==> config.mk <==
export PLATFORM = sky130hd
export DESIGN_NAME = mcbd_cell
export DESIGN_NICKNAME = d
export VERILOG_FILES = /design/src/rtl/mip_chain_box_downsampler_core_macros.svh /design/src/rtl/mcbd_pkg.sv /design/src/rtl/mcbd_cell.sv
export SDC_FILE = /design/constraint.sdc
export NUM_CORES = 2
export LEC_CHECK = 0
export BUFFER_PORTS_ARGS = -buffer_cell sky130_fd_sc_hd__buf_2
export CORE_MARGIN = 2
export CORE_UTILIZATION = 45
export CTS_CLUSTER_SIZE = 25
export DETAILED_ROUTE_END_ITERATION = 8
export GPL_ROUTABILITY_DRIVEN = 0
export PLACE_DENSITY = 0.66
export RECOVER_POWER = 50
export SETUP_SLACK_MARGIN = 0.1
export SYNTH_ARGS = -nofsm -noshare
export SYNTH_HDL_FRONTEND = slang
export SYNTH_SLANG_ARGS = --single-unit
==> constraint.sdc <==
create_clock -name clk -period 9.9 [get_ports clk]
set_clock_uncertainty 0.2 [all_clocks]
set_input_delay 1.98 -clock clk [delete_from_list [all_inputs] [get_ports clk]]
set_output_delay 1.98 -clock clk [all_outputs]
set_load 0.02 [all_outputs]
==> src/rtl/mip_chain_box_downsampler_core_macros.svh <==
// Assertion macros shared by the mip chain downsampler RTL.
// Needs nothing else; files that assert include it by name.
`ifndef MIP_CHAIN_BOX_DOWNSAMPLER_CORE_MACROS_SVH
`define MIP_CHAIN_BOX_DOWNSAMPLER_CORE_MACROS_SVH

// Same-cycle implication, disabled while reset is held.
`define MCBD_ASSERT_NOW(label, clk, rst_n, ante, cons, msg) \
  label: assert property (@(posedge clk) disable iff (!rst_n) (ante) |-> (cons)) \
    else $error(msg);

// Next-cycle implication, disabled while reset is held.
`define MCBD_ASSERT_NEXT(label, clk, rst_n, ante, cons, msg) \
  label: assert property (@(posedge clk) disable iff (!rst_n) (ante) |=> (cons)) \
    else $error(msg);

`endif

==> src/rtl/mcbd_pkg.sv <==
// Shared constants, payload types and helpers of the mip chain downsampler.
// Depends on nothing; every module of the block refers to it by scoped names.
`default_nettype none

package mcbd_pkg;

  // Tile geometry. The extent is a power of two so every level splits evenly.
  localparam int TILE_EXTENT     = 64;
  localparam int BYTES_PER_PIXEL = 4;
  localparam int MIP_LEVELS      = 6;

  localparam int NUM_CH      = BYTES_PER_PIXEL;
  localparam int CH_W        = 8;
  localparam int SUM_W       = CH_W + 1;
  localparam int COORD_W     = $clog2(TILE_EXTENT);
  localparam int POS_W       = 2 * COORD_W;
  localparam int HALF_W      = COORD_W - 1;
  localparam int STORE_DEPTH = TILE_EXTENT / 2;
  localparam int STORE_AW    = COORD_W - 1;
  localparam int LVL_IDX_W   = (MIP_LEVELS > 1) ? $clog2(MIP_LEVELS) : 1;
  localparam int LEVEL_W     = 3;

  // Result group queue, a power of two deep so the pointers wrap on their own.
  localparam int GQ_DEPTH = 4;
  localparam int GQ_AW    = $clog2(GQ_DEPTH);
  localparam int GQ_CW    = $clog2(GQ_DEPTH + 1);

  typedef struct packed {
    logic [CH_W-1:0] in_chan0;
    logic [CH_W-1:0] in_chan1;
    logic [CH_W-1:0] in_chan2;
    logic [CH_W-1:0] in_chan3;
  } in_pix_t;

  typedef struct packed {
    logic [LEVEL_W-1:0] mip_level;
    logic [HALF_W-1:0]  out_row;
    logic [HALF_W-1:0]  out_col;
    logic [CH_W-1:0]    out_chan0;
    logic [CH_W-1:0]    out_chan1;
    logic [CH_W-1:0]    out_chan2;
    logic [CH_W-1:0]    out_chan3;
    logic               last_of_run;
  } out_res_t;

  typedef logic [NUM_CH-1:0][CH_W-1:0]  pix_t;
  typedef logic [NUM_CH-1:0][SUM_W-1:0] psum_t;

  // Pixel handed from one level cell to the next, with its coordinates.
  typedef struct packed {
    logic               go;
    logic [COORD_W-1:0] row;
    logic [COORD_W-1:0] col;
    pix_t               pix;
  } link_t;

  // One finished mip pixel; its level is the slot position in the group.
  typedef struct packed {
    logic              valid;
    logic [HALF_W-1:0] row;
    logic [HALF_W-1:0] col;
    pix_t              pix;
  } slot_t;

  // All results caused by one base pixel, lowest level in slot 0.
  typedef struct packed {
    slot_t [MIP_LEVELS-1:0] slots;
  } grp_t;

  // Row store entries in use at a level: half as many at each level down.
  function automatic logic [STORE_AW-1:0] store_mask(input logic [LVL_IDX_W-1:0] lvl);
    return STORE_AW'((STORE_DEPTH >> lvl) - 1);
  endfunction

endpackage

`default_nettype wire

==> src/rtl/mcbd_cell.sv <==
// One mip level of the chain: held left pixel, row pair store and 2x2 mean.
// Depends on mcbd_pkg; instantiated once per level by the top level.
`default_nettype none

module mcbd_cell (
  input  wire logic                            clk,
  input  wire logic                            rst_n,
  input  wire logic                            en,
  input  wire logic [mcbd_pkg::LVL_IDX_W-1:0]  lvl_idx,
  input  wire mcbd_pkg::link_t                 link_i,
  input  wire mcbd_pkg::grp_t                  grp_i,
  output mcbd_pkg::link_t                      link_o,
  output mcbd_pkg::grp_t                       grp_o
);

  mcbd_pkg::pix_t                    held_r;
  mcbd_pkg::psum_t                   store_r [mcbd_pkg::STORE_DEPTH];
  mcbd_pkg::link_t                   link_r, link_nxt;
  mcbd_pkg::grp_t                    grp_r, grp_nxt;
  mcbd_pkg::psum_t                   pair;
  mcbd_pkg::psum_t                   rd;
  mcbd_pkg::pix_t                    mean;
  logic [mcbd_pkg::NUM_CH-1:0][mcbd_pkg::SUM_W+1:0] sum4;
  logic [mcbd_pkg::STORE_AW-1:0]     idx;
  logic                              is_right, is_odd_row, done;
  mcbd_pkg::slot_t                   slot;

  assign is_right   = link_i.col[0];
  assign is_odd_row = link_i.row[0];
  assign done       = link_i.go && is_right && is_odd_row;
  assign idx        = link_i.col[mcbd_pkg::COORD_W-1:1] & mcbd_pkg::store_mask(lvl_idx);
  assign rd         = store_r[idx];

  // Pair sum with the held left pixel, then the rounded mean of the block.
  always_comb begin
    for (int ch = 0; ch < mcbd_pkg::NUM_CH; ch++) begin
      pair[ch] = {1'b0, held_r[ch]} + {1'b0, link_i.pix[ch]};
      sum4[ch] = {2'b00, rd[ch]} + {2'b00, pair[ch]} + (mcbd_pkg::SUM_W + 2)'(2);
      mean[ch] = sum4[ch][mcbd_pkg::SUM_W:2];
    end
  end

  // The finished pixel goes to the next level at half resolution.
  always_comb begin
    link_nxt     = link_i;
    link_nxt.go  = done;
    link_nxt.row = {1'b0, link_i.row[mcbd_pkg::COORD_W-1:1]};
    link_nxt.col = {1'b0, link_i.col[mcbd_pkg::COORD_W-1:1]};
    link_nxt.pix = mean;

    slot.valid = done;
    slot.row   = link_i.row[mcbd_pkg::COORD_W-1:1];
    slot.col   = link_i.col[mcbd_pkg::COORD_W-1:1];
    slot.pix   = mean;

    grp_nxt                = grp_i;
    grp_nxt.slots[lvl_idx] = slot;
  end

  // Handoff registers toward the next cell.
  always_ff @(posedge clk) begin
    if (!rst_n) begin
      link_r.go <= 1'b0;
      for (int k = 0; k < mcbd_pkg::MIP_LEVELS; k++) begin
        grp_r.slots[k].valid <= 1'b0;
      end
    end else if (en) begin
      link_r <= link_nxt;
      grp_r  <= grp_nxt;
    end
  end

  // Level state: left pixels on even columns, pair sums on even rows.
  always_ff @(posedge clk) begin
    if (en && link_i.go && !is_right) begin
      held_r <= link_i.pix;
    end
    if (en && link_i.go && is_right && !is_odd_row) begin
      store_r[idx] <= pair;
    end
  end

  assign link_o = link_r;
  assign grp_o  = grp_r;

endmodule

`default_nettype wire

Yosys cells after proc, flatten, opt, wreduce, memory -nomap -nowiden

Memory sizes are Yosys's and may differ from the RTL's.
Cells that the tools add are included.
W data, S select, Z words.

Add/sub/neg operators: 13
Shifts and indexed selects: 1
Magnitude comparators: 2
Mux-type cells: 5
Bitwise logic cells: 1
Reductions and logical operators: 10

Operators by type and width:

| cell                    | count |
|---|---|
| $bwmux W258             | 1 |
| $demux W43 S3           | 1 |
| $mux W43                | 1 |
| $add A10 B2 Y10 const B | 4 |
| $add A9 B9 Y10          | 4 |
| $add A8 B8 Y9           | 4 |
| $logic_and A1 B1 Y1     | 7 |
| $shr A6 B3 Y5 const A   | 1 |
| $and A5 B5 Y5           | 1 |
| $sub A5 B2 Y5 const B   | 1 |
| $lt A3 B4 Y1 const B    | 1 |
| $ge A3 B1 Y1 const B    | 1 |
| $logic_not A1 Y1        | 2 |
| $mux W1                 | 2 |
| $reduce_and A2 Y1       | 1 |

Bits in writable memories: 1152
Register bits: 333
Memories: 1
Output and inout bits: 303
Logic and storage cells: 86

Memories:

| memory  | words | bits a word | rd ports | clocked after memory_dff | wr ports | line            | RTL |
|---|---|---|---|---|---|---|---|
| store_r | 32    | 36          | 1        | 0                        | 1        | mcbd_cell.sv:17 | `mcbd_pkg::psum_t store_r [mcbd_pkg::STORE_DEPTH];` |

Depth between registers and ports, before layout

An unclocked memory read counts as a cell.

Depth in word-level cells: 7
Mapped depth: 28

Worst setup path after synthesis

OpenSTA, ideal clock, no wires.

Path kind: input to register
Start point: in en
End point: reg grp_r, in the netlist grp_o[0], enable pin
Slack: -0.168 ns
Stages on the path: 3
Arrival: 9.177 ns
Data required time: 9.009 ns
Setup time: 0.691 ns
Path through: clkbuf_1 > clkbuf_1 > and2_1

Word-level cells in the longest chain between the ends: 1

RTL lines:

| what                        | line            | RTL |
|---|---|---|
| start: declaration          | mcbd_cell.sv:8  | `input wire logic en,` |
| $reduce_and A2 Y1 (no line) | --              |  |
| end signal: assignment      | mcbd_cell.sv:69 | `grp_r <= grp_nxt;` |
| end: declaration            | mcbd_cell.sv:19 | `mcbd_pkg::grp_t grp_r, grp_nxt;` |

No other way between the ends.
A chain may end at the register's enable or synchronous reset.

Worst setup path in the final report

Start point: in en
End point: reg grp_r, in the netlist grp_o[94], enable pin

The elaborated chain is that of the path after synthesis.

==> reports/summary.md <==
Ranked by total cell area, the synthesized netlist is headed by sky130_fd_sc_hd__edfxtp_1 (73%), sky130_fd_sc_hd__mux4_2 (9.8%), sky130_fd_sc_hd__nand2_1 (2.2%). Flop and latch count out of synthesis: 1485. In this run, distinct cell masters in the synthesized netlist total 67.

The routed length per placed instance works out to 35.2 um. From bottom edge to top edge, the die measures 372 um. Clock-pin slew was measured on the worst setup and hold paths at 60 ps.

Entering global routing, the biggest net connects 163 pins. The combinational share of power is 18.5%. The clock network fraction of design power was 35.0%.

The sequential-to-total area share from yosys stat was 72.9%; the total standard cell area after synthesis was 0.0611 mm2. Summed over all layers, the global routing overflow is 0. The cell count after placement is 5805.

The origin of the critical flop-to-flop path is held_r[0]. For this design the ratio of total power to cell area is 223 mW/mm2. For the post-placement setup slack, the log shows 1160 ps.

At the end of the flow, the number of nets in the layout was 4589. The share of flip-flops with an asynchronous set or reset after synthesis is 0%, and the maximum number of buffers from clock root to sink is 3. For this run, global-route usage on met1 was measured as 39.6%.

The number of hold violations in the final report was 0; the hold-critical path depth was 1. The total of hold buffers inserted after clock tree synthesis is 0. After global routing, the most crowded layer is met2.

CTS placed an instance of sky130_fd_sc_hd__clkbuf_16 at the clock tree root. The logs give 36000 for the via count of the first global-routing pass and 0 ps for the total negative slack for setup checks. The detail route stage leaves a number of antenna-violating nets equal to 0. The sum of routed wire length over all layers was 214000 um; the first-pass iteration count of the detailed router was 6.

The tools report the first-pass GRT wire length as 288000 um. In this design, the stage delay of the slowest critical-path cell is 2730 ps. The routed via count came out at 38300.

In this run the count of I/O pins placed on the die edge is 612. The final reports fail on max-capacitance violations, max-slew violations. Among all stages on the critical path, the largest delay is contributed by sky130_fd_sc_hd__and2_0. Initial antenna violation count: 25. The worst register-to-register path ends at grp_o[136]. Setup violations remaining at the end of the flow were counted as 0.

The post-detailed-route DRC marker count was 0; the number of gates resized after CTS was 0. The floorplan step defined a core boundary enclosing 0.135 mm2. Across all hold checks on the routed design, the worst slack comes to 289 ps.

The beginning of the worst hold path was grp_o[171]. VDD sags by at most 0.196 mV. Of the total power, registers draw 46.5%. The standard cell area after detailed placement is 0.0673 mm2. In the global route stage, overall resource usage came out at 30.4%. For the worst setup path, the data arrival time is 8870 ps.

The critical path required time was 10040 ps; the highest net fanout along the worst path was 162. The TritonCTS buffer count came out at 150. The source-to-sink clock delay at the later pin of the worst-skew pair is 770 ps, and the period utilization is 88.2%. Effective utilization at floorplan: 45.2%.

The total number of yosys warnings was 0. The average size of a mapped cell works out to 17.6 um2. The type of the most critical hold path was flip-flop to flip-flop. The worst setup path is launched from an input port. The kind of cell adding the most delay to the critical path was buffers and inverters. The analysis attributes to cell leakage a power of 24.1 nW. The number of synthesized flops with an enable pin was 1478. The count of cells in the finished layout, fillers not included, comes to 6081. Clock tree synthesis found a total of 1485 sinks. The worst setup slack for register-to-register paths is 3230 ps, and the smallest setup slack after layout is 1170 ps. At the pin with the least slew margin, the transition time is 4550 ps. The count of buffering cells on the critical path with inverters included works out to 3.

Dividing the detail-routed via count by the number of cells gives 6.29. In the layout the commonest cells are sky130_fd_sc_hd__edfxtp_1 (1478), sky130_fd_sc_hd__clkbuf_1 (419), sky130_fd_sc_hd__nand2_1 (357), sky130_fd_sc_hd__mux4_2 (267), sky130_fd_sc_hd__buf_2 (265). Measured along the x axis, the die boundary spans 372 um. The worst setup path is captured at a flip-flop. After clock tree synthesis, the setup repair step added 0 buffers.

The net switching share of the total power was 29.3%; the number of pins exceeding their max-slew limit in the final report was 1233. The minimum clock period was 8730 ps. The run gives 3468 as the cell count after synthesis. The biggest area contributor in the post-synthesis netlist is sky130_fd_sc_hd__edfxtp_1. The most used flip-flop cell after synthesis is sky130_fd_sc_hd__edfxtp_1. In this run the tightest slew margin relative to its limit is -203%.

The run gives 27 as the max-cap violation count. Setup repair after global routing left no endpoint under its margin. The most common cell after layout, fill and taps aside was sky130_fd_sc_hd__edfxtp_1.

The H-tree generated during clock tree synthesis spans 4 levels. The run gives 0.0714 mm2 as the cell area after layout. TritonCTS built the clock tree. The worst register-to-register path has a depth of 15. For this design the total switching power over the nets is 4.67 mW. The internal portion of the total power is 11.3 mW. The worst setup path is of the input port to flip-flop kind.

The signal on the critical path passes through clkbuf_1 -> and2_0 -> clkbuf_1 -> clkbuf_4. The met2 capacity usage during global routing was 45.5%; the number of placement rows was 135. For the post-DP HPWL, the log shows 138000 um.

The run finished, with violations left. The fraction of final layout cells with drive strength greater than 1 was 22.3%; the post-synthesis to final-layout area growth was 16.8%. In this run, the number of DRC markers left after iteration 0 of detailed routing was 6125.

End point of the worst hold path: grp_o[171]. The count of buffers added on input and output ports is 609. Summed over its instances, the top area cell type makes up 72.6% of the synthesized netlist area. The logs give 0.139 mm2 for the die outline area and 115 MHz for the highest achievable clock rate.

Counting stages on the worst path, the most repeated cell is sky130_fd_sc_hd__clkbuf_1. For met3 alone, demand over resource in global routing was 9.07%.
## worst max path at each step
stage                           from    endpoint  depth (start not counted)
after floorplan           lvl_idx[1]  grp_o[101]                         28
after global placement    lvl_idx[1]  grp_o[160]                         23
after detailed placement  lvl_idx[1]   grp_o[31]                         23
after CTS                 lvl_idx[1]  grp_o[160]                         23
after global routing              en   grp_o[94]                          4
final                             en   grp_o[94]                          4
## cell usage after synthesis (8+ instances only)
cell type,number
sky130_fd_sc_hd__o21bai_1,12
sky130_fd_sc_hd__and2_1,8
sky130_fd_sc_hd__o31ai_1,37
sky130_fd_sc_hd__nand2_1,360
sky130_fd_sc_hd__o211a_1,8
sky130_fd_sc_hd__nand4_1,8
sky130_fd_sc_hd__a21oi_1,35
sky130_fd_sc_hd__xnor2_1,33
sky130_fd_sc_hd__mux4_1,11
sky130_fd_sc_hd__mux4_2,267
sky130_fd_sc_hd__ha_1,96
sky130_fd_sc_hd__and3b_1,18
sky130_fd_sc_hd__o22ai_1,89
sky130_fd_sc_hd__a2111oi_0,8
sky130_fd_sc_hd__nor3_1,23
sky130_fd_sc_hd__buf_2,34
sky130_fd_sc_hd__nor2_1,104
sky130_fd_sc_hd__nand2b_1,28
sky130_fd_sc_hd__xor2_1,10
sky130_fd_sc_hd__a221oi_1,14
sky130_fd_sc_hd__mux2i_1,36
sky130_fd_sc_hd__fa_1,8
sky130_fd_sc_hd__edfxtp_1,1478
sky130_fd_sc_hd__mux2_2,40
sky130_fd_sc_hd__o211ai_1,14
sky130_fd_sc_hd__nand3_1,122
sky130_fd_sc_hd__a31oi_1,22
sky130_fd_sc_hd__nor2b_1,21
sky130_fd_sc_hd__buf_1,18
sky130_fd_sc_hd__clkbuf_1,127
sky130_fd_sc_hd__a211o_1,48
sky130_fd_sc_hd__inv_1,74
sky130_fd_sc_hd__o21ai_0,147
sky130_fd_sc_hd__a21o_1,8
sky130_fd_sc_hd__or4_1,9
## power by group through the flow
| stage | sequential (mW) | combinational [mW] | clock (mW) |
|---|---|---|---|
| 3_3_place_gp | 7.51 | 2.85 | 0 |
| 6_report | 7.41 | 2.95 | 5.58 |
| 2_1_floorplan | 7.63 | 1.42 | 0 |
| 3_5_place_dp | 7.51 | 2.89 | 0 |
| 4_1_cts | 7.38 | 2.91 | 5.63 |
| 5_1_grt | 7.41 | 3.04 | 5.86 |
## flip-flops by register name, indices dropped and copies added, names as in the netlist
signal / count
grp_o: 258
store_r: 1152
link_o: 43
held_r: 32
## layout make-up
class	instances	area (um2)
inverter	75	282
timing repair buffer	750	3650
multi-input combinational	1714	15900
fill	10900	63800
clock inverter	76	736
sequential	1485	44500
antenna	8	20.0
clock buffer	192	4000
tap	1781	2230
## cell families (layout without fill, tap and decap cells)
group / after synthesis / count (layout) / synth area share [%]
flip-flops: 1485 / 1485 / 72.9
AND/OR/NAND/NOR: 730 / 730 / 5.46
AO/OA/AOI/OAI: 481 / 481 / 5.27
multiplexers: 354 / 354 / 11.6
buffers and inverters: 270 / 1093 / 1.91
adder cells (fa/ha/maj): 104 / 104 / 2.23
XOR/XNOR: 43 / 43 / 0.616
other: 1 / 10 / 0.00614
## routing by layer
layer	wire length (um)	share of wire, %
met3	27800	13
met5	132	0.062
met2	95600	45
met1	76700	36
met4	13800	6.4
## stage by stage
step	power (mW)	util, %
finish	15.9	52.8
global route	16.3	52.8
CTS	15.9	53.3
detailed placement	10.4	49.8
global placement	10.4	49.8
floorplan	9.05	-
No activity file was read; power rests on OpenSTA's default activity.
