`src/rtl/mip_chain_box_downsampler_core_macros.svh`:
```
// Assertion macros shared by the mip chain downsampler RTL.
// Needs nothing else; files that assert include it by name.
`ifndef MIP_CHAIN_BOX_DOWNSAMPLER_CORE_MACROS_SVH
`define MIP_CHAIN_BOX_DOWNSAMPLER_CORE_MACROS_SVH

// Same-cycle implication, disabled while reset is held.
`define MCBD_ASSERT_NOW(label, clk, rst_n, ante, cons, msg) \
  label: assert property (@(posedge clk) disable iff (!rst_n) (ante) |-> (cons)) \
    else $error(msg);

// Next-cycle implication, disabled while reset is held.
`define MCBD_ASSERT_NEXT(label, clk, rst_n, ante, cons, msg) \
  label: assert property (@(posedge clk) disable iff (!rst_n) (ante) |=> (cons)) \
    else $error(msg);

`endif

```
`src/rtl/mcbd_pkg.sv`:
```
// Shared constants, payload types and helpers of the mip chain downsampler.
// Depends on nothing; every module of the block refers to it by scoped names.
`default_nettype none

package mcbd_pkg;

  // Tile geometry. The extent is a power of two so every level splits evenly.
  localparam int TILE_EXTENT     = 64;
  localparam int BYTES_PER_PIXEL = 4;
  localparam int MIP_LEVELS      = 6;

  localparam int NUM_CH      = BYTES_PER_PIXEL;
  localparam int CH_W        = 8;
  localparam int SUM_W       = CH_W + 1;
  localparam int COORD_W     = $clog2(TILE_EXTENT);
  localparam int POS_W       = 2 * COORD_W;
  localparam int HALF_W      = COORD_W - 1;
  localparam int STORE_DEPTH = TILE_EXTENT / 2;
  localparam int STORE_AW    = COORD_W - 1;
  localparam int LVL_IDX_W   = (MIP_LEVELS > 1) ? $clog2(MIP_LEVELS) : 1;
  localparam int LEVEL_W     = 3;

  // Result group queue, a power of two deep so the pointers wrap on their own.
  localparam int GQ_DEPTH = 4;
  localparam int GQ_AW    = $clog2(GQ_DEPTH);
  localparam int GQ_CW    = $clog2(GQ_DEPTH + 1);

  typedef struct packed {
    logic [CH_W-1:0] in_chan0;
    logic [CH_W-1:0] in_chan1;
    logic [CH_W-1:0] in_chan2;
    logic [CH_W-1:0] in_chan3;
  } in_pix_t;

  typedef struct packed {
    logic [LEVEL_W-1:0] mip_level;
    logic [HALF_W-1:0]  out_row;
    logic [HALF_W-1:0]  out_col;
    logic [CH_W-1:0]    out_chan0;
    logic [CH_W-1:0]    out_chan1;
    logic [CH_W-1:0]    out_chan2;
    logic [CH_W-1:0]    out_chan3;
    logic               last_of_run;
  } out_res_t;

  typedef logic [NUM_CH-1:0][CH_W-1:0]  pix_t;
  typedef logic [NUM_CH-1:0][SUM_W-1:0] psum_t;

  // Pixel handed from one level cell to the next, with its coordinates.
  typedef struct packed {
    logic               go;
    logic [COORD_W-1:0] row;
    logic [COORD_W-1:0] col;
    pix_t               pix;
  } link_t;

  // One finished mip pixel; its level is the slot position in the group.
  typedef struct packed {
    logic              valid;
    logic [HALF_W-1:0] row;
    logic [HALF_W-1:0] col;
    pix_t              pix;
  } slot_t;

  // All results caused by one base pixel, lowest level in slot 0.
  typedef struct packed {
    slot_t [MIP_LEVELS-1:0] slots;
  } grp_t;

  // Row store entries in use at a level: half as many at each level down.
  function automatic logic [STORE_AW-1:0] store_mask(input logic [LVL_IDX_W-1:0] lvl);
    return STORE_AW'((STORE_DEPTH >> lvl) - 1);
  endfunction

endpackage

`default_nettype wire

```
`src/rtl/mcbd_grp_queue.sv`:
```
// Result group queue; serializer sends one result per cycle while out_ready.
// Depends on mcbd_pkg and the assertion macros header.
`default_nettype none

`include "mip_chain_box_downsampler_core_macros.svh"

module mcbd_grp_queue (
  input  wire logic               clk,
  input  wire logic               rst_n,
  input  wire logic               push,
  input  wire mcbd_pkg::grp_t     grp_i,
  output logic                    full,
  output logic                    out_valid,
  input  wire logic               out_ready,
  output mcbd_pkg::out_res_t      out_data
);

  mcbd_pkg::grp_t                 mem_r [mcbd_pkg::GQ_DEPTH];
  logic [mcbd_pkg::GQ_AW-1:0]     wr_ptr_r, wr_ptr_nxt, rd_ptr_r, rd_ptr_nxt;
  logic [mcbd_pkg::GQ_CW-1:0]     cnt_r, cnt_nxt;
  logic [mcbd_pkg::LVL_IDX_W-1:0] k_r, k_nxt;
  logic                           out_valid_r, out_valid_nxt;
  mcbd_pkg::out_res_t             out_data_r, out_data_nxt;
  mcbd_pkg::grp_t                 head;
  mcbd_pkg::slot_t                cur;
  logic [mcbd_pkg::MIP_LEVELS:0]  vld_ext, vld_shift;
  logic                           load, emit, more, pop;

  assign full = (cnt_r == mcbd_pkg::GQ_CW'(mcbd_pkg::GQ_DEPTH));
  assign head = mem_r[rd_ptr_r];
  assign cur  = head.slots[k_r];

  // Valid slots of a group are contiguous from level one up.
  always_comb begin
    vld_ext = '0;
    for (int i = 0; i < mcbd_pkg::MIP_LEVELS; i++) begin
      vld_ext[i] = head.slots[i].valid;
    end
    vld_shift = vld_ext >> k_r;
  end

  assign load = !out_valid_r || out_ready;
  assign emit = load && (cnt_r != '0);
  assign more = vld_shift[1];
  assign pop  = emit && !more;

  // Pointer, count and slot walk.
  always_comb begin
    wr_ptr_nxt = push ? wr_ptr_r + mcbd_pkg::GQ_AW'(1) : wr_ptr_r;
    rd_ptr_nxt = pop ? rd_ptr_r + mcbd_pkg::GQ_AW'(1) : rd_ptr_r;
    cnt_nxt    = cnt_r + mcbd_pkg::GQ_CW'(push) - mcbd_pkg::GQ_CW'(pop);
    if (pop) begin
      k_nxt = '0;
    end else if (emit) begin
      k_nxt = k_r + mcbd_pkg::LVL_IDX_W'(1);
    end else begin
      k_nxt = k_r;
    end
  end

  // Output register, refilled whenever it is empty or being taken.
  always_comb begin
    out_valid_nxt = out_valid_r;
    out_data_nxt  = out_data_r;
    if (load) begin
      out_valid_nxt = emit;
    end
    if (emit) begin
      out_data_nxt.mip_level   = mcbd_pkg::LEVEL_W'(k_r) + mcbd_pkg::LEVEL_W'(1);
      out_data_nxt.out_row     = cur.row;
      out_data_nxt.out_col     = cur.col;
      out_data_nxt.out_chan0   = cur.pix[0];
      out_data_nxt.out_chan1   = cur.pix[1];
      out_data_nxt.out_chan2   = cur.pix[2];
      out_data_nxt.out_chan3   = cur.pix[3];
      out_data_nxt.last_of_run = !more;
    end
  end

  always_ff @(posedge clk) begin
    if (!rst_n) begin
      wr_ptr_r    <= '0;
      rd_ptr_r    <= '0;
      cnt_r       <= '0;
      k_r         <= '0;
      out_valid_r <= 1'b0;
    end else begin
      wr_ptr_r    <= wr_ptr_nxt;
      rd_ptr_r    <= rd_ptr_nxt;
      cnt_r       <= cnt_nxt;
      k_r         <= k_nxt;
      out_valid_r <= out_valid_nxt;
    end
  end

  // Group storage and output payload.
  always_ff @(posedge clk) begin
    if (push) begin
      mem_r[wr_ptr_r] <= grp_i;
    end
    out_data_r <= out_data_nxt;
  end

  assign out_valid = out_valid_r;
  assign out_data  = out_data_r;

  `MCBD_ASSERT_NOW(a_no_push_full, clk, rst_n, push, !full, "group pushed into a full queue")
  `MCBD_ASSERT_NOW(a_head_slot_valid, clk, rst_n, cnt_r != '0, cur.valid, "serializer on empty slot")
  `MCBD_ASSERT_NOW(a_walk_needs_group, clk, rst_n, k_r != '0, cnt_r != '0, "slot walk without group")
  `MCBD_ASSERT_NEXT(a_pop_marks_last, clk, rst_n, pop, out_valid && out_data.last_of_run,
                    "group finished without a last result")

endmodule

`default_nettype wire

```
`config.mk`:
```
export PLATFORM = sky130hd
export DESIGN_NAME = mcbd_grp_queue
export DESIGN_NICKNAME = d
export VERILOG_FILES = /design/src/rtl/mcbd_pkg.sv /design/src/rtl/mcbd_grp_queue.sv
export VERILOG_INCLUDE_DIRS = /design/src /design/src/rtl
export SDC_FILE = /design/constraint.sdc
export NUM_CORES = 1
export LEC_CHECK = 0
export ABC_CLOCK_PERIOD_IN_PS = 10200
export BUFFER_PORTS_ARGS = -buffer_cell sky130_fd_sc_hd__buf_2
export CAP_MARGIN = 20
export CORE_UTILIZATION = 25
export CTS_CLUSTER_DIAMETER = 150
export CTS_CLUSTER_SIZE = 12
export DETAILED_ROUTE_END_ITERATION = 8
export SLEW_MARGIN = 20
export SYNTH_ARGS = -nofsm -noshare
export SYNTH_HDL_FRONTEND = slang
export SYNTH_SLANG_ARGS = --single-unit
```
`constraint.sdc`:
```
create_clock -name clk -period 10.2 [get_ports clk]
set_clock_uncertainty 0.15 [all_clocks]
set_input_delay 1.53 -clock clk [delete_from_list [all_inputs] [get_ports clk]]
set_output_delay 1.53 -clock clk [all_outputs]
set_load 0.02 [all_outputs]
```
-- Yosys cells after proc, flatten, opt, wreduce, memory -nomap -nowiden
Memories as Yosys holds them, arrays and structs flattened. A register that Yosys moved wholly into a read port is not among the register bits.
Index checks and enable logic that the tools add are counted.
- bits in writable memories: 1032
- bits in registers: 57
- bits of input ports: 262
- memories: 1
- output and inout port bits: 48
- latch bits: 0
- ROM bits: 0
- order comparisons: 1
- muxes and demuxes: 6
- shift operators: 1
- multiply operators: 0
- eq/ne operators: 1
- bitwise gates (word level): 1
- reduce and logical (&&, ||, !) cells: 7
- add/subtract/negate cells: 5
- divide/modulo/power cells: 0
- memory list (name ; depth ; width ; read ports ; clocked after Yosys merged registers in ; write ports ; RTL line ; text):
    mem_r ; 4 ; 258 ; 1 ; 1 ; 1 ; mcbd_grp_queue.sv:18 ; mcbd_pkg::grp_t mem_r [mcbd_pkg::GQ_DEPTH];
- operator list (cell ; count):
    $bmux 43 s3 ; 1
    $mux 42 ; 1
    $shr 6x3->2 ; 1
    $add 2x1->2 const B ; 2
    $lt 3x4->1 const B ; 1
    $mux 2 ; 2
    $add 3x1->3 ; 1
    $add 3x1->3 const B ; 1
    $eq 3x3->1 const B ; 1
    $reduce_bool 3->1 ; 1
    $sub 3x1->3 ; 1
    $logic_and 1x1->1 ; 2
    $logic_not 1->1 ; 2
    $mux 1 ; 2
    $reduce_or 2->1 ; 1
    $logic_or 1x1->1 ; 1
    $not 1->1 ; 1

-- Logic depth before layout (Yosys ltp)
Gate-level depths: netlist of run 1.
- depth after elaboration: 6
- gate-level depth with buffers: 15
- gate-level depth less buffers: 11

-- Least setup slack after synthesis of run 1
OpenSTA, ideal clock, no wires.
- kind: in2reg
- start point: input port push
- end point: memory mem_r[0][0] (netlist bit) (enable)
- stages on the path: 1
- slack: 2.063 ns
- data arrival time: 7.338 ns
- buffers on the path: 0
- cells stage by stage: and2_1
- word-level cells in the longest chain between the ends: 2
- RTL lines (what ; RTL line ; text):
    start: declaration ; mcbd_grp_queue.sv:10 ; input wire logic push,
    $mux 1 ; mcbd_grp_queue.sv:98 ; if (push) begin
    $mux 1 (implied by the code) ; mcbd_grp_queue.sv:99 ; mem_r[wr_ptr_r] <= grp_i;
    end: declaration ; mcbd_grp_queue.sv:18 ;
No other way between the ends.

==> key figures, run 1 <==
Timing
  • Final min period: 4.53 ns
  • Achievable frequency: 221 MHz
  • RSZ-0062 raised after global routing: no
  • Final hold violation count: 0
  • Minimum hold slack: approximately 0.34 ns
  • Max Slew Vio Count: 0
  • Fraction of the cycle the final worst path needs: 44.4%
  • Final setup viols: 0
  • Setup TNS: 0 ns
  • Worst-margin pin slew: roughly 1.2 ns
  • Max-slew headroom: 19.9%
  • Final WS setup: 5.67 ns

Synthesis
  • Simple-gate share of the synthesized area: 0.418%
  • FFs w/ async S/R, synth: 0%
  • Synth Instances: 1665
  • EDFF count, synth: 1074
  • Post-Syn Area per Cell: approximately 25 um2
  • Synth warnings: 0
  • Flops & latches, synth: ~1100
  • Synthesized Nets: 1935
  • Sequential fraction of the synthesis area: 78.8%
  • Largest family of logic cells by synthesized area: multiplexers
  • Unique masters post-synth: 37
  • Post-synthesis mux area share: ~18%
  • Synth Area in Adders: 0.261%
  • Ys flop type: edfxtp_1
  • Compound-Gate Fraction of Synth Area: 0.761%
  • Syn Std Cell Area: 41300 um2
  • Synth Area in XOR/XNOR: 0.106%

Worst setup path
  • Delay-heaviest family, CP: buffers and inverters
  • Worst Reg-to-Reg Cells: 6
  • CP Buf/Inv Count: 3
  • CP max stage delay: 0.94 ns
  • Critical Path RT: 10.47 ns
  • CP max stage cell: dfxtp_4
  • CP Launch Type: flip-flop
  • Worst Setup End Kind: flip-flop
  • Arr. time, crit path: 4.80 ns
  • Worst setup path class: reg -> reg
  • CP cell instances: buf_4, buf_4, mux4_1, mux4_2, clkinv_1, o22ai_1
  • CP Max Fanout: between 40 and 50
  • Most frequent cell on the critical path: buf_4
  • Crit. path cell count: 6

Run status
  • Run status: completed

GRT
  • First-pass GRT wire length: 139 mm
  • Largest net degree at the start of global routing: between 100 and 150
  • Met1 Usage GRT: 14.6%
  • Gr ovfl total: 0
  • Global routing usage on met2: about a fifth
  • Gr usage total: 11.5%
  • Vias in the first global route: 19500
  • Grt peak-use layer: met2
  • GR Util met3: 3.81%
  • Initial antenna violation count: 56

Clocking
  • Clock H-tree levels: 3
  • Hold buffers post-CTS: 0
  • Clock Path Buffers: 3
  • CTS tree: done
  • Total CTS buffers: 103
  • Clock Latency Late Sink: between 0.7 and 0.8 ns
  • Clock root buffer master: clkbuf_16
  • Clock-pin slew on the worst setup and hold paths: about 0.070 ns
  • Clk sink count: roughly 1100
  • Post-CTS setup buffer count: 0
  • PostCTS Resize Cnt: 0

Floorplan
  • I/O Pins: between 300 and 400
  • Row Count: 148
  • Die W: 408 um
  • Core ar.: ~160000 um2
  • Die Height: 408 um
  • Die area: 167000 um2
  • Initial core utilization: between 20% and 30%

Detailed routing
  • Initial DRC Count: 1268
  • Vias: 18200
  • DR DRC count: 0
  • Via density: 4.31
  • Total routed wirelength: roughly 96 mm
  • Drt pass-1 iters: 5
  • Routed Antenna Nets: 0
  • Avg WL per Cell: 22.8 um

Power
  • Leak Pwr: 15.3 nW
  • Power Dens Cells: 232 nW/um2
  • VDD IR-drop max: 159 uV
  • Overall power: around 11 mW

Cells and area
  • Filler cell count: 15900
  • Commonest non-fill, non-tap cell in the layout: edfxtp_1
  • Final #Nets: 2294
  • Layout cells sized above 1: between 30% and 40%
  • Commonest cells after routing, fill and taps aside: 1074 x edfxtp_1, 308 x buf_2, 260 x mux4_2
  • Post-Layout Cell Count: 4229
  • Area Overhead vs Synth: 16.7%

Flow run
  • Max-cap viol count: 0

Worst hold path
  • Hold depth: 2
  • Hold WC Path Type: reg -> reg

Placement
  • Input/output buffers: between 300 and 400
  • Placed Cells: roughly 4100
  • DP HPWL: around 57 mm
  • Worst slack, placed: approximately 5.4 ns
  • Final GP Congestion: roughly 0.68
-- cells by family (layout without fill, tap and decap cells) --
| family | count (synthesis) | count (layout) |
|---|---|---|
| buf+inv | 136 | 517 |
| fa+ha+maj | 8 | 8 |
| other cells | 0 | 8 |
| mux | 347 | 347 |
| xor+xnor | 5 | 5 |
| flops | 1087 | 1087 |
| compound gates | 49 | 49 |
| simple gates | 33 | 33 |
-- registers in the layout, summed over array words and instances (netlist names), named ones only --
| signal | cells |
|---|---|
| mem_r | 1028 |
| out_data | 46 |
| cnt_r | 3 |
| k_r | 3 |
| rd_ptr_r | 2 |
| wr_ptr_r | 2 |
| out_valid | 1 |
-- synthesized netlist by cell type, types with 8 or more instances --
library cell  instances  share of area (%)
mux4_2              260                 14
buf_1                 8              0.073
inv_1                28               0.25
buf_4                17               0.31
o22ai_1              44               0.67
clkbuf_1             10              0.091
mux2i_1              50                1.2
clkinv_1             23               0.21
buf_6                14               0.38
buf_2                24               0.29
dfxtp_1              13               0.63
mux4_1               37                2.4
edfxtp_1           1074                 78
-- power by group --
part           leakage [nW]  switching, mW  internal (mW)
clock                  1.40           1.63           1.85
sequential             10.0          0.141           5.30
combinational          3.92           1.20           1.03
total                  15.3           2.97           8.19
-- worst min-delay path, delay by kind of cell, from the launching register on --
kind,cells,cell delay (ns)
multiplexers,1,0.08
AND/OR/NAND/NOR,1,0.05
flip-flops,1,0.31
-- cell type report --
class	instances	area (um2)	area share (%)
Clock buffer	114	2630	5.46
Antenna cell	8	20.0	0.0416
Clock inverter	13	234	0.486
Sequential cell	1087	32500	67.5
Inverter	51	199	0.413
Multi-Input combinational cell	442	7990	16.6
Tap cell	2175	2720	5.65
Timing Repair Buffer	339	1830	3.80
-- metrics by stage --
stage	cell area (um2)	utilization (%)
floorplan	41300	-
global placement	45200	27.7
detailed placement	45200	27.7
CTS	48100	29.5
global route	48100	29.5
finish	48200	29.5
-- layer usage --
metal / wire length (um) / share of wire (%) / up-vias
met2: 46900 / 49 / 443
met5: 440 / 0.46 / -
li1: - / - / 7836
met3: 7260 / 7.5 / 205
met1: 39600 / 41 / 9662
met4: 2000 / 2.1 / 68
-- final timing paths --
path	end	startpoint	slack, ns
max	out_data[36]$_DFFE_PP_	flip-flop	5.67
min	flip-flop	rd_ptr_r[1]$_SDFFE_PN0P_	0.34
max reg2reg	out_data[36]$_DFFE_PP_	flip-flop	5.67
min reg2reg	flip-flop	rd_ptr_r[1]$_SDFFE_PN0P_	0.34
Note: power is estimated with default switching activity, not from simulation.
==> run 2, diff against run 1 <==
ABC_AREA = 1   (was not set)
ABC_CLOCK_PERIOD_IN_PS = 3700   (was 10200)
clock period = 3.7 ns   (was 10.2 ns; I/O delays follow)
==> run 2 against run 1 <==
  * Clock power rose to 2.8 times the previous value
  * Global-route usage is 3.6 points higher
  * Via count up 48%
  * Utilization increased by 1.7 points
  * Design area up 7.3%
  * First-iteration DRC count is 82% higher
  * Final cell count is 38% higher
  * Worst setup slack got worse by 5.1 ns
  * Maximum frequency up 43%
  * Non-clock buffer count up 298
  * Wire length up 35%
  * Count of clock-buffer cells in the layout grew 31
  * Critical path type unchanged
==> key figures, run 2 <==
Detailed routing
  • DR DRC count: 0 (unchanged)
  • Total routed wirelength: 130 mm (+35%)
  • Drt pass-1 iters: 5 (unchanged)
  • Avg WL per Cell: 22.3 um (-1.9%)
  • Initial DRC Count: 2304 (+82%)
  • Via density: 4.63 (+7.4%)
  • Vias: 26900 (+48%)
  • Routed Antenna Nets: 0 (unchanged)

Synthesis
  • Synthesized Nets: 3304 (+71%)
  • Ys flop type: edfxtp_1
  • Synth warnings: 0 (unchanged)
  • Post-Syn Area per Cell: 13.8 um2 (-44%)
  • Synth top area cells: edfxtp_1 77%, o21ai_0 5.8%, nor2_1 5.0%, o22ai_1 2.0%, nand2_1 1.9%
  • Unique masters post-synth: 29 (-22%)
  • Post-synth top cells: 1074 x edfxtp_1, 561 x nor2_1, 485 x o21ai_0
  • Sequential fraction of the synthesis area: 77.6% (-1.2 points)
  • Share of the synthesized area in the top cell type: 77.0% (-1.2 points)
  • Synth Instances: 3034 (+82%)
  • FFs w/ async S/R, synth: 0% (unchanged)
  • Syn Std Cell Area: 41900 um2 (+1.5%)
  • EDFF count, synth: 1074 (unchanged)
  • Most common cell in the synthesized netlist: edfxtp_1
  • Flops & latches, synth: 1087 (unchanged)
  • Synth area leader: edfxtp_1

GRT
  • First-pass GRT wire length: 184 mm (+33%)
  • Gr usage total: 15.0% (+3.6 points)
  • Initial antenna violation count: 65 (+16%)
  • Gr ovfl total: 0 (unchanged)
  • Vias in the first global route: 25900 (+32%)
  • Largest net degree at the start of global routing: 131 (+7.4%)

Clocking
  • Clock Path Buffers: 3 (unchanged)
  • Clk sink count: 1087 (unchanged)
  • Clock-pin slew on the worst setup and hold paths: 0.06 ns (about the same)
  • Total CTS buffers: 101 (-1.9%)
  • Clock Latency Late Sink: 0.72 ns (-0.02 ns)
  • Clock H-tree levels: 3 (unchanged)
  • CTS tree: done
  • Clock root buffer master: clkbuf_16
  • Post-CTS setup buffer count: 0 (unchanged)

Cells and area
  • Area Overhead vs Synth: 23.4%
  • Final #Nets: 3833 (+67%)
  • Area taken by multi-input logic gates: 8380 um2 (+4.8%)
  • Max reg flops: 1028 (unchanged)
  • Commonest cells after routing, fill and taps aside: 1074 x edfxtp_1, 561 x nor2_1, 485 x o21ai_0
  • Register area: 32500 um2 (about the same)
  • Filler cell count: 16400 (+3.1%)
  • Post-layout util: 31.2% (+1.7 points)
  • Layout cells sized above 1: 14.4% (-21 points)
  • Commonest non-fill, non-tap cell in the layout: edfxtp_1
  • Reg with most FFs: mem_r
  • Final instance area: 51700 um2 (+7.3%)

Worst setup path
  • Critical Path RT: 4.01 ns (-6.46 ns)
  • Worst setup path class: reg -> reg
  • CP cell instances: inv_16, buf_4, o21ai_0, o22ai_1, o211ai_1, nand2_1, nand2_1, nand3_1
  • CP Buf/Inv Count: 2 (-1)
  • Endpoint of the worst-slack reg-to-reg timing path: out_data[26]$_DFFE_PP_
  • Worst Setup End Kind: flip-flop
  • Worst Reg-to-Reg Cells: 8 (+2)
  • CP Launch Type: flip-flop
  • CP max stage cell: dfxtp_4
  • CP max stage delay: 0.68 ns (-0.26 ns)
  • CP Max Fanout: 77 (+67%)
  • Arr. time, crit path: 3.48 ns (-1.32 ns)
  • Most frequent cell on the critical path: nand2_1
  • R2r setup slk: 0.52 ns (-5.15 ns)
  • Delay-heaviest family, CP: compound AO/OA/AOI/OAI gates

Timing
  • Final min period: 3.18 ns (-1.35 ns)
  • Fraction of the cycle the final worst path needs: 85.8% (+41 points)
  • Final WS setup: 0.524 ns (-5.15 ns)
  • RSZ-0062 raised after global routing: no
  • Worst-margin pin slew: 0.955 ns (-0.246 ns)
  • Setup TNS: 0 ns (unchanged)
  • Achievable frequency: 315 MHz (+43%)
  • Final setup viols: 0 (unchanged)
  • Max-slew headroom: 36.3% (+16 points)
  • Final hold violation count: 0 (unchanged)
  • Max Slew Vio Count: 0 (unchanged)

Floorplan
  • Die area: 169000 um2 (+1.5%)
  • I/O Pins: 310 (unchanged)
  • Die Height: 411 um (+0.75%)
  • Core ar.: 166000 um2 (+1.5%)
  • Die W: 411 um (+0.75%)
  • Initial core utilization: 25.3% (about the same)
  • Row Count: 149 (+0.68%)

Worst hold path
  • HP Start: out_ready
  • Hold depth: 4 (+2)
  • Hold WC Path Type: in -> reg
  • Hold Crit Endpoint: out_valid$_SDFFE_PN0P_

Power
  • Net Sw Frac: 34.4% (+7.8 points)
  • Power Internal: 22.5 mW (+170%)
  • VDD IR-drop max: 453 uV (+190%)
  • Power Dens Cells: 662 nW/um2 (+190%)
  • Overall power: 34.2 mW (+210%)
  • Switching pwr: 11.8 mW (+300%)
  • Leak Pwr: 17.2 nW (+12%)
  • Clock share of power: 28.4% (-2.8 points)
  • Logic pwr share: 27.5% (+7.5 points)
  • Seq pwr share: 44.1% (-4.7 points)

Flow run
  • Max-cap viol count: 0 (unchanged)

Placement
  • Final GP Congestion: 0.745 (+9.6%)
  • DP HPWL: 81.6 mm (+42%)
  • Worst slack, placed: 0.471 ns (-4.95 ns)
  • Post-DP Area: 46200 um2 (+2.1%)
  • Input/output buffers: 308 (unchanged)

Run status
  • Run status: completed
[run 2: layout make-up]
class | instances | area share (%)
clock buffer | 145 | 5.37
timing repair buffer | 637 | 9.52
multi-input combinational | 1696 | 16.2
clock inverter | 6 | 0.213
inverter | 40 | 0.375
tap | 2189 | 5.30
antenna | 15 | 0.0726
sequential | 1087 | 62.9
[run 2: kinds of logic after synthesis]
group / Yosys count / synth area share [%]
DFF: 1087 / 77.6
adders and majority gates: 8 / 0.257
buffers and inverters: 251 / 2.64
xor gates and xnor gates: 2 / 0.0418
AOI/OAI and AO/OA: 818 / 11.4
and+or+nand+nor: 868 / 8.08
[run 2: repair_timing]
action | CTS | global route
resized for setup | 0 | 0
endpoints found under the hold margin | 1038 | 0
hold buffers | 258 | 0
setup endpoints to repair | 0 | 0
[run 2: metrics by stage]
| step | cells | hold slack (ns) |
|---|---|---|
| 2_1_floorplan | 3034 | 0.326 |
| 3_3_place_gp | 5391 | 0.342 |
| 3_5_place_dp | 5391 | 0.352 |
| 4_1_cts | 5800 | 0.00200 |
| 5_1_grt | 5806 | 0.0640 |
| 6_report | 5815 | 0.0633 |
[run 2: worst max-delay path by stage]
| stage | cells after the start | slack (ns) | end | from |
|---|---|---|---|---|
| after CTS | 8 | 0.44 | out_data[26]$_DFFE_PP_ | flip-flop |
| after detailed placement | 8 | 0.47 | out_data[26]$_DFFE_PP_ | flip-flop |
| after floorplan | 4 | -1.29 | mem_r[0][0]$_DFFE_PP_ | wr_ptr_r[1]$_SDFFE_PN0P_ |
| after global routing | 8 | 0.19 | out_data[26]$_DFFE_PP_ | flip-flop |
| final | 8 | 0.52 | out_data[26]$_DFFE_PP_ | flip-flop |
| after global placement | 8 | 0.49 | out_data[26]$_DFFE_PP_ | flip-flop |
[run 2: worst reg2reg max path: cells and delay by family, from the launching register on]
kind / cells / cell delay (ns)
and+or+nand+nor: 3 / 0.50
AOI/OAI and AO/OA: 3 / 0.97
buffers and inverters: 2 / 0.61
DFF: 1 / 0.68
[run 2: routing by layer]
metal  routed length [um]  GRT usage, %  up-vias  share of wire (%)
met4                 3840          4.94       64                3.0
met2                59700          23.7      846                 46
met3                10100          4.04      224                7.7
li1                     -             -    12400                  -
met5                  408             0        -               0.31
met1                55900          19.9    13400                 43
[run 2: power groups by stage]
| stage | clock network (mW) | registers, mW | logic [mW] |
|---|---|---|---|
| after detailed placement | 0 | 15.4 | 9.31 |
| final | 9.73 | 15.1 | 9.40 |
| after floorplan | 0 | 15.5 | 5.27 |
| after global placement | 0 | 15.4 | 9.19 |
| after CTS | 10.0 | 15.1 | 9.60 |
| after global routing | 10.4 | 15.2 | 10.3 |
